<file path="config.mk">
export PLATFORM = sky130hd
export DESIGN_NAME = vag_adpcm_frame_decoder_top
export DESIGN_NICKNAME = d
export VERILOG_FILES = /design/src/vag_pkg.sv /design/src/vag_front.sv /design/src/vag_fifo.sv /design/src/vag_back.sv /design/src/vag_adpcm_frame_decoder_top.sv
export SDC_FILE = /design/constraint.sdc
export NUM_CORES = 2
export LEC_CHECK = 0
export BUFFER_PORTS_ARGS = -buffer_cell sky130_fd_sc_hd__buf_2
export CORE_MARGIN = 1
export CORE_UTILIZATION = 65
export DETAILED_ROUTE_END_ITERATION = 12
export PLACE_DENSITY = 0.82
export SLEW_MARGIN = 20
export SYNTH_ARGS = -nofsm -noshare
export SYNTH_HDL_FRONTEND = slang
export SYNTH_SLANG_ARGS = --single-unit
</file>
<file path="constraint.sdc">
create_clock -name clk -period 8.21 [get_ports clk]
set_input_delay 0.821 -clock clk [delete_from_list [all_inputs] [get_ports clk]]
set_output_delay 0.821 -clock clk [all_outputs]
set_load 0.05 [all_outputs]
</file>
<file path="src/vag_pkg.sv">
// Shared types, constants and coefficient lookup for the VAG ADPCM frame decoder.
package vag_pkg;

    // Width of the saturated history values
    localparam int HIST_W = 40;
    // Product of a history value and an 8-bit coefficient
    localparam int PROD_W = HIST_W + 8;
    // Accumulator: holds two products plus the scaled nibble for fraction bits up to 24
    localparam int ACC_W  = 50;
    // Entries in the front-to-back queue
    localparam int QUEUE_DEPTH = 2;
    // Highest valid predictor index
    localparam logic [3:0] PRED_MAX = 4'd4;

    // One data byte handed from the front to the back
    typedef struct packed {
        logic [7:0] data_byte;
        logic [3:0] pred;
        logic [3:0] shift;
        logic       last;
        logic       bad;
    } entry_t;

    // Coefficient on the most recent history value (in 64ths)
    function automatic logic signed [7:0] coef_recent(input logic [3:0] idx);
        logic signed [7:0] k;
        unique case (idx)
            4'd1:    k = 8'sd60;
            4'd2:    k = 8'sd115;
            4'd3:    k = 8'sd98;
            4'd4:    k = 8'sd122;
            default: k = 8'sd0;
        endcase
        return k;
    endfunction

    // Coefficient on the older history value (in 64ths)
    function automatic logic signed [7:0] coef_older(input logic [3:0] idx);
        logic signed [7:0] k;
        unique case (idx)
            4'd2:    k = -8'sd52;
            4'd3:    k = -8'sd55;
            4'd4:    k = -8'sd60;
            default: k = 8'sd0;
        endcase
        return k;
    endfunction

endpackage

</file>
<file path="src/vag_front.sv">
// Front end: tracks the frame position, latches the header, queues data bytes.
module vag_front #(
    parameter int SAMPLES_PER_FRAME = 28
) (
    input  logic             clk,
    input  logic             rst_n,
    input  logic             s_tvalid,
    output logic             s_tready,
    input  logic [7:0]       s_tdata,     // [7:0] frame_byte
    input  logic             q_full,
    output logic             q_push,
    output vag_pkg::entry_t  q_entry
);

    localparam logic [3:0] LAST_POS = 4'(SAMPLES_PER_FRAME / 2 + 1);
    localparam logic [3:0] POS_FLAGS = 4'd1;
    localparam logic [3:0] POS_FIRST_DATA = 4'd2;

    logic [3:0] pos_reg,   pos_next;
    logic [3:0] pred_reg,  pred_next;
    logic [3:0] shift_reg, shift_next;
    logic       accept;
    logic       is_data;
    logic       is_last;

    // Header and flags beats never need queue space
    assign is_data  = (pos_reg >= POS_FIRST_DATA);
    assign s_tready = !is_data || !q_full;
    assign accept   = s_tvalid && s_tready;
    assign is_last  = (pos_reg >= LAST_POS);
    assign q_push   = accept && is_data;

    always_comb
    begin
        q_entry.data_byte = s_tdata;
        q_entry.pred      = pred_reg;
        q_entry.shift     = shift_reg;
        q_entry.last      = is_last;
        q_entry.bad       = (pred_reg > vag_pkg::PRED_MAX);
    end

    // Position and header tracking
    always_comb
    begin
        pos_next   = pos_reg;
        pred_next  = pred_reg;
        shift_next = shift_reg;
        if (accept)
        begin
            if (pos_reg == 4'd0)
            begin
                pred_next  = s_tdata[7:4];
                shift_next = s_tdata[3:0];
                pos_next   = POS_FLAGS;
            end
            else if (is_last)
            begin
                pos_next = 4'd0;
            end
            else
            begin
                pos_next = pos_reg + 4'd1;
            end
        end
    end

    always_ff @(posedge clk or negedge rst_n)
    begin
        if (!rst_n)
        begin
            pos_reg   <= 4'd0;
            pred_reg  <= 4'd0;
            shift_reg <= 4'd0;
        end
        else
        begin
            pos_reg   <= pos_next;
            pred_reg  <= pred_next;
            shift_reg <= shift_next;
        end
    end

endmodule

</file>
<file path="src/vag_fifo.sv">
// Two-entry queue between the front end and the sample engine.
module vag_fifo (
    input  logic             clk,
    input  logic             rst_n,
    input  logic             push,
    input  vag_pkg::entry_t  push_entry,
    output logic             full,
    input  logic             pop,
    output vag_pkg::entry_t  head,
    output logic             empty
);

    vag_pkg::entry_t mem_reg [vag_pkg::QUEUE_DEPTH];
    logic       wr_ptr_reg, wr_ptr_next;
    logic       rd_ptr_reg, rd_ptr_next;
    logic [1:0] cnt_reg,    cnt_next;
    logic       do_push, do_pop;

    assign full    = (cnt_reg == 2'(vag_pkg::QUEUE_DEPTH));
    assign empty   = (cnt_reg == 2'd0);
    assign do_push = push && !full;
    assign do_pop  = pop && !empty;
    assign head    = mem_reg[rd_ptr_reg];

    // Pointer and count update
    always_comb
    begin
        wr_ptr_next = do_push ? ~wr_ptr_reg : wr_ptr_reg;
        rd_ptr_next = do_pop  ? ~rd_ptr_reg : rd_ptr_reg;
        cnt_next    = cnt_reg;
        if (do_push && !do_pop)
            cnt_next = cnt_reg + 2'd1;
        else if (do_pop && !do_push)
            cnt_next = cnt_reg - 2'd1;
    end

    always_ff @(posedge clk)
    begin
        if (do_push)
            mem_reg[wr_ptr_reg] <= push_entry;
    end

    always_ff @(posedge clk or negedge rst_n)
    begin
        if (!rst_n)
        begin
            wr_ptr_reg <= 1'b0;
            rd_ptr_reg <= 1'b0;
            cnt_reg    <= 2'd0;
        end
        else
        begin
            wr_ptr_reg <= wr_ptr_next;
            rd_ptr_reg <= rd_ptr_next;
            cnt_reg    <= cnt_next;
        end
    end

endmodule

</file>
<file path="src/vag_back.sv">
// Sample engine: two-tap prediction, rounding and saturation, output register.
module vag_back #(
    parameter int HISTORY_FRACTION_BITS = 16
) (
    input  logic             clk,
    input  logic             rst_n,
    input  vag_pkg::entry_t  head,
    input  logic             empty,
    output logic             pop,
    output logic             m_tvalid,
    input  logic             m_tready,
    output logic [15:0]      m_tdata,    // [15:0] pcm_sample
    output logic             m_tlast,    // frame_end
    output logic             m_tuser     // bad_predictor
);

    localparam int HW = vag_pkg::HIST_W;
    localparam int AW = vag_pkg::ACC_W;
    localparam int RW = AW - 6;
    localparam int F  = HISTORY_FRACTION_BITS;

    localparam logic [1:0] S_IDLE = 2'd0;
    localparam logic [1:0] S_MUL  = 2'd1;
    localparam logic [1:0] S_ACC  = 2'd2;
    localparam logic [1:0] S_EMIT = 2'd3;

    localparam logic signed [AW-1:0] ACC_HALF  = AW'(32);
    localparam logic signed [HW:0]   HIST_HALF = (HW+1)'(1) << (F - 1);

    logic [1:0]                      state_reg, state_next;
    vag_pkg::entry_t                 cur_reg;
    logic                            sel_reg;
    logic signed [vag_pkg::PROD_W-1:0] prod1_reg, prod2_reg;
    logic signed [HW-1:0]            hist_recent_reg, hist_older_reg;
    logic                            out_valid_reg;
    logic [15:0]                     out_data_reg;
    logic                            out_last_reg, out_bad_reg;

    logic [3:0]                      nib;
    logic signed [15:0]              nib_scaled;
    logic signed [AW-1:0]            acc;
    logic signed [AW-1:0]            acc_shr;
    logic [RW-1:0]                   rnd;
    logic signed [HW-1:0]            hist_new;
    logic signed [HW:0]              out_sum;
    logic signed [HW:0]              out_shr;
    logic [15:0]                     sample;
    logic                            out_free;
    logic                            load;

    assign out_free = !out_valid_reg || m_tready;
    assign pop      = (state_reg == S_IDLE) && !empty;
    assign load     = (state_reg == S_EMIT) && out_free;

    // Nibble to 16-bit scaled step
    assign nib        = sel_reg ? cur_reg.data_byte[7:4] : cur_reg.data_byte[3:0];
    assign nib_scaled = $signed({nib, 12'h000}) >>> cur_reg.shift;

    // New history: scaled step plus prediction, rounded, saturated to 40 bits
    always_comb
    begin
        acc = (AW'(nib_scaled) <<< (F + 6)) + AW'(prod1_reg) + AW'(prod2_reg) + ACC_HALF;
        acc_shr = acc >>> 6;
        rnd = acc_shr[RW-1:0];
        if ((&rnd[RW-1:HW-1]) || !(|rnd[RW-1:HW-1]))
            hist_new = $signed(rnd[HW-1:0]);
        else
            hist_new = $signed({rnd[RW-1], {(HW-1){~rnd[RW-1]}}});
    end

    // Output sample: round history to integer, saturate to 16 bits
    always_comb
    begin
        out_sum = (HW+1)'(hist_recent_reg) + HIST_HALF;
        out_shr = out_sum >>> F;
        if ((&out_shr[HW:15]) || !(|out_shr[HW:15]))
            sample = out_shr[15:0];
        else
            sample = {out_shr[HW], {15{~out_shr[HW]}}};
    end

    // Sequencer
    always_comb
    begin
        state_next = state_reg;
        unique case (state_reg)
            S_IDLE: if (!empty) state_next = S_MUL;
            S_MUL:  state_next = S_ACC;
            S_ACC:  state_next = S_EMIT;
            S_EMIT:
            begin
                if (out_free)
                    state_next = sel_reg ? S_IDLE : S_MUL;
            end
            default: state_next = S_IDLE;
        endcase
    end

    always_ff @(posedge clk)
    begin
        if (pop)
            cur_reg <= head;
        if (state_reg == S_MUL)
        begin
            prod1_reg <= vag_pkg::PROD_W'(hist_recent_reg)
                       * vag_pkg::PROD_W'(vag_pkg::coef_recent(cur_reg.pred));
            prod2_reg <= vag_pkg::PROD_W'(hist_older_reg)
                       * vag_pkg::PROD_W'(vag_pkg::coef_older(cur_reg.pred));
        end
        if (load)
        begin
            out_data_reg <= sample;
            out_last_reg <= cur_reg.last && sel_reg;
            out_bad_reg  <= cur_reg.bad;
        end
    end

    always_ff @(posedge clk or negedge rst_n)
    begin
        if (!rst_n)
        begin
            state_reg       <= S_IDLE;
            sel_reg         <= 1'b0;
            hist_recent_reg <= '0;
            hist_older_reg  <= '0;
            out_valid_reg   <= 1'b0;
        end
        else
        begin
            state_reg <= state_next;
            if (pop)
                sel_reg <= 1'b0;
            else if (load)
                sel_reg <= 1'b1;
            if (state_reg == S_ACC)
            begin
                hist_older_reg  <= hist_recent_reg;
                hist_recent_reg <= hist_new;
            end
            if (load)
                out_valid_reg <= 1'b1;
            else if (m_tready)
                out_valid_reg <= 1'b0;
        end
    end

    assign m_tvalid = out_valid_reg;
    assign m_tdata  = out_data_reg;
    assign m_tlast  = out_last_reg;
    assign m_tuser  = out_bad_reg;

endmodule

</file>
<file path="src/vag_adpcm_frame_decoder_top.sv">
// Top level of the VAG ADPCM frame decoder: front end, queue and sample engine.
// Sequence: with the engine idle, a data byte taken into the queue is popped, then runs
// through S_MUL, S_ACC and S_EMIT before m_tvalid rises; its second sample repeats those states.
// Flow: the shared multiply/accumulate loop pops the next byte only after both samples of the
// last one are loaded, and S_EMIT waits on m_tready. Header and flags beats give no samples.
// Reset (rst_n, async, active low) clears frame position, header, history and all valids.
module vag_adpcm_frame_decoder_top #(
    parameter int SAMPLES_PER_FRAME     = 28,
    parameter int HISTORY_FRACTION_BITS = 16
) (
    input  logic        clk,
    input  logic        rst_n,
    input  logic        s_tvalid,
    output logic        s_tready,
    input  logic [7:0]  s_tdata,   // [7:0] frame_byte
    output logic        m_tvalid,
    input  logic        m_tready,
    output logic [15:0] m_tdata,   // [15:0] pcm_sample
    output logic        m_tlast,   // frame_end
    output logic        m_tuser    // bad_predictor
);

    logic            q_push, q_full, q_pop, q_empty;
    vag_pkg::entry_t q_in, q_head;

    vag_front #(
        .SAMPLES_PER_FRAME(SAMPLES_PER_FRAME)
    ) u_front (
        .clk      (clk),
        .rst_n    (rst_n),
        .s_tvalid (s_tvalid),
        .s_tready (s_tready),
        .s_tdata  (s_tdata),
        .q_full   (q_full),
        .q_push   (q_push),
        .q_entry  (q_in)
    );

    vag_fifo u_fifo (
        .clk        (clk),
        .rst_n      (rst_n),
        .push       (q_push),
        .push_entry (q_in),
        .full       (q_full),
        .pop        (q_pop),
        .head       (q_head),
        .empty      (q_empty)
    );

    vag_back #(
        .HISTORY_FRACTION_BITS(HISTORY_FRACTION_BITS)
    ) u_back (
        .clk      (clk),
        .rst_n    (rst_n),
        .head     (q_head),
        .empty    (q_empty),
        .pop      (q_pop),
        .m_tvalid (m_tvalid),
        .m_tready (m_tready),
        .m_tdata  (m_tdata),
        .m_tlast  (m_tlast),
        .m_tuser  (m_tuser)
    );

    // Front never pushes into a full queue
    a_no_push_full: assert property (@(posedge clk) disable iff (!rst_n)
        q_push |-> !q_full)
        else $error("queue push while full");

    // Engine never pops an empty queue
    a_no_pop_empty: assert property (@(posedge clk) disable iff (!rst_n)
        q_pop |-> !q_empty)
        else $error("queue pop while empty");

    // A pop starts a sample sequence, so no second pop follows immediately
    a_pop_spacing: assert property (@(posedge clk) disable iff (!rst_n)
        q_pop |=> !q_pop)
        else $error("back-to-back queue pops");

endmodule
</file>
==> impl_results.md <==
- Critical path startpoint category: flop
- Clk Latency, worst-skew pair: between 600 and 700 ps
- Clock buffers created by TritonCTS: 30
- Clk sinks: 268
- Die ar.: approximately 49000 sq um
- Top cell type's share of synthesized area: 22.8%
- Maximum level of the CTS H-tree: 1
- Chip Width: between 200 and 250 microns
- Cell area after technology mapping: slightly above 30000 sq um
- Initial antenna violation count: 0
- Worst slew margin relative to its limit: between 30% and 40%
- Most instantiated flip-flop cell in the synthesis netlist: sky130_fd_sc_hd__edfxtp_1
- Total number of placement rows: 79
- Count of non-filler cells in the finished layout: 3758
- Final sum of negative setup slack: 0 ps
- Total setup violations reported at the end of the flow: 0
- Timing-limited maximum frequency: about 130 MHz
- Final critical path time including I/O delays and setup: 7820 ps
- Number of pins exceeding their max-slew limit in the final report: 0
- Unique cell type count in the Yosys netlist: 77
- Total Nets Final: around 3800
- Cell seen most often among critical-path stages: sky130_fd_sc_hd__o21ai_0
- Global-route wire length before repair: around 120000 microns
- Synthesized instance count: 3155
- Crit. End Element: flop
- Pre-antenna DRT Iters: 5
- Post-synth ARST share: between 30% and 40%
- Layout Cell Area excl Fill: around 33000 sq um
- HPWL after detailed placement: 58200 microns
- Number of synthesized flops with an enable pin: approximately 170
- Period Utilization, post-route: roughly 95%
- Post-synth top area cell: sky130_fd_sc_hd__fa_1
- Remaining routing DRC violations: 0
- Critical path data required time: between 8000 and 9000 ps
- Area of the placeable core: approximately 47000 sq um
- Total routed wirelength: approximately 73000 microns
- Transition time at the pin with the least slew margin: 906 ps
- CP max stage delay: 670 ps
- Clock slew at the register clock pins of the worst setup and hold paths: 70 ps
- Maximum clock path buffer count: 3
- Final Hold Violating Endpoints: 0
- Most instantiated cells after synthesis: sky130_fd_sc_hd__inv_1 (600), sky130_fd_sc_hd__fa_1 (353), sky130_fd_sc_hd__ha_1 (348), sky130_fd_sc_hd__nand2_1 (182), sky130_fd_sc_hd__edfxtp_1 (168)
- Hold buffer count at cts: 0
- Hold crit path type: in -> async
- WL per Instance: slightly below 20 microns
- Post-route ant nets: 0
- Vias after detailed routing: around 22000
- Arrival time reported for the critical path endpoint: around 8000 ps
- Result of the run: complete, no violations
- Synth warnings: 0
- Die outline height: around 220 microns
- Area Overhead vs Synth: 5.81%
- Synth area leaders: sky130_fd_sc_hd__fa_1 (23%), sky130_fd_sc_hd__edfxtp_1 (16%), sky130_fd_sc_hd__ha_1 (14%)
- Iter 0 DRT Violations: around 1400
- Unrepaired setup endpoints after global routing: false
- Top-level I/O count: 32
- Ant diodes: 0
- Initial Util: roughly 66%
- Critical path start-end classification: reg -> reg
- Root buf cell: sky130_fd_sc_hd__clkbuf_16
- Number of port buffers: 31
- Worst clock skew on the final layout: around 54 ps
- Placed instance area: around 32000 sq um
- Inst Count DP: 3697
- All-Layer GR Usage: a little under a third
- Post-Synthesis Net Count: a little under 4000
- Most frequently used cell type in the post-synthesis netlist: sky130_fd_sc_hd__inv_1
- Final weighted congestion in routability-driven placement: 0.977
- Syn avg cell area: 9.84 sq um
- Largest fanout on the critical path: 19
- Largest net degree at the start of global routing: between 80 and 90
- Vias per inst: 5.94
- Reg-to-reg critical path endpoint: u_back.prod1_reg[46]$_DFFE_PN_
- Via count of the first global-routing pass: ~24000
- Number of cell instances on the worst register-to-register path: 25
- TritonCTS clock tree: built
- GRT overflow: 0
- R2R Path Start: u_back.cur_reg[7]$_DFFE_PP_
- Master of the slowest instance on the critical path: sky130_fd_sc_hd__o311ai_0
- R2r setup slk: a little under 400 ps
- Sequential fraction of the synthesis area: 24.3%
- Final worst hold slack: 305 ps
- # Max-Cap Violations: 0
- Flip-flop and latch count after synthesis: 268
- Fraction of final layout cells sized beyond drive strength 1: 7.30%
placed cells by master (no fill, tap or decap), types with 13 or more instances in the layout:
cell	count
sky130_fd_sc_hd__nand3_1	27
sky130_fd_sc_hd__o21ai_0	99
sky130_fd_sc_hd__clkbuf_16	30
sky130_fd_sc_hd__or2_2	21
sky130_fd_sc_hd__xnor2_1	106
sky130_fd_sc_hd__nor2_1	140
sky130_fd_sc_hd__nor2b_1	21
sky130_fd_sc_hd__nand4_1	21
sky130_fd_sc_hd__o221ai_1	29
sky130_fd_sc_hd__a21o_1	89
sky130_fd_sc_hd__o21a_1	20
sky130_fd_sc_hd__nor4_1	17
sky130_fd_sc_hd__nor3_1	21
sky130_fd_sc_hd__edfxtp_1	168
sky130_fd_sc_hd__xor2_1	52
sky130_fd_sc_hd__mux2_2	68
sky130_fd_sc_hd__a21oi_1	139
sky130_fd_sc_hd__inv_1	600
sky130_fd_sc_hd__ha_1	346
sky130_fd_sc_hd__nand2_1	182
sky130_fd_sc_hd__fa_1	353
sky130_fd_sc_hd__a211oi_1	13
sky130_fd_sc_hd__o21bai_1	19
sky130_fd_sc_hd__buf_4	24
sky130_fd_sc_hd__a31oi_1	19
sky130_fd_sc_hd__and3_1	56
sky130_fd_sc_hd__and2_1	166
sky130_fd_sc_hd__dfrtp_1	100
sky130_fd_sc_hd__buf_2	30
sky130_fd_sc_hd__nand2b_1	23
cell families (layout without fill, tap and decap cells):
logic type | after synthesis | after routing | synth area share (%)
DFF | 268 | 268 | 24.3
AOI/OAI and AO/OA | 513 | 514 | 11.1
xor gates and xnor gates | 158 | 158 | 4.46
muxes | 74 | 74 | 2.70
and+or+nand+nor | 723 | 724 | 11.9
adders and majority gates | 701 | 701 | 36.8
buffers and inverters | 718 | 712 | 8.79
stage by stage:
| step | setup slack (ps) | util [%] |
|---|---|---|
| after global placement | 593 | 67.7 |
| final | 388 | 70.1 |
| after global routing | 57.6 | 70.1 |
| after floorplan | 1120 | - |
| after detailed placement | 319 | 67.7 |
| after CTS | 234 | 69.9 |
layer usage:
layer  wire [microns]  track usage, %
met5                0               0
met4             4750            18.2
met3             3160            3.11
met2            37600            56.7
met1            27800            36.3
worst max path at each step:
stage | startpoint | to | slack (ps)
after floorplan | u_back.cur_reg[9]$_DFFE_PP_ | u_back.prod1_reg[47]$_DFFE_PN_ | 1120
after global placement | u_back.cur_reg[7]$_DFFE_PP_ | u_back.prod1_reg[47]$_DFFE_PN_ | 590
after detailed placement | u_back.cur_reg[7]$_DFFE_PP_ | u_back.prod1_reg[47]$_DFFE_PN_ | 320
after CTS | u_back.cur_reg[7]$_DFFE_PP_ | u_back.prod1_reg[47]$_DFFE_PN_ | 230
after global routing | u_back.cur_reg[7]$_DFFE_PP_ | u_back.prod1_reg[47]$_DFFE_PN_ | 60
final | u_back.cur_reg[7]$_DFFE_PP_ | u_back.prod1_reg[46]$_DFFE_PN_ | 390
repair_timing:
item                       CTS  global route
buffers inserted             0             3
setup endpoints to repair    0             5
resized for setup            0             2
critical path, delay by kind of cell (launching register included):
| kind | cells | cell delay (ps) |
|---|---|---|
| AOI/OAI and AO/OA | 8 | 2690 |
| adders and majority gates | 5 | 2080 |
| and+or+nand+nor | 7 | 1450 |
| buffers and inverters | 4 | 660 |
| DFF | 1 | 570 |
| xor gates and xnor gates | 1 | 100 |
cell type report:
| class | instances | area [sq um] |
|---|---|---|
| inverter | 601 | 2260 |
| multi-input combinational | 2171 | 20900 |
| fill | 3514 | 14000 |
| clock inverter | 19 | 236 |
| sequential | 268 | 7550 |
| tap | 607 | 759 |
| timing repair buffer | 55 | 350 |
| clock buffer | 37 | 787 |
Power is not shown: default switching activity piles up to over one toggle a cycle in this logic, so the estimate is an artifact.
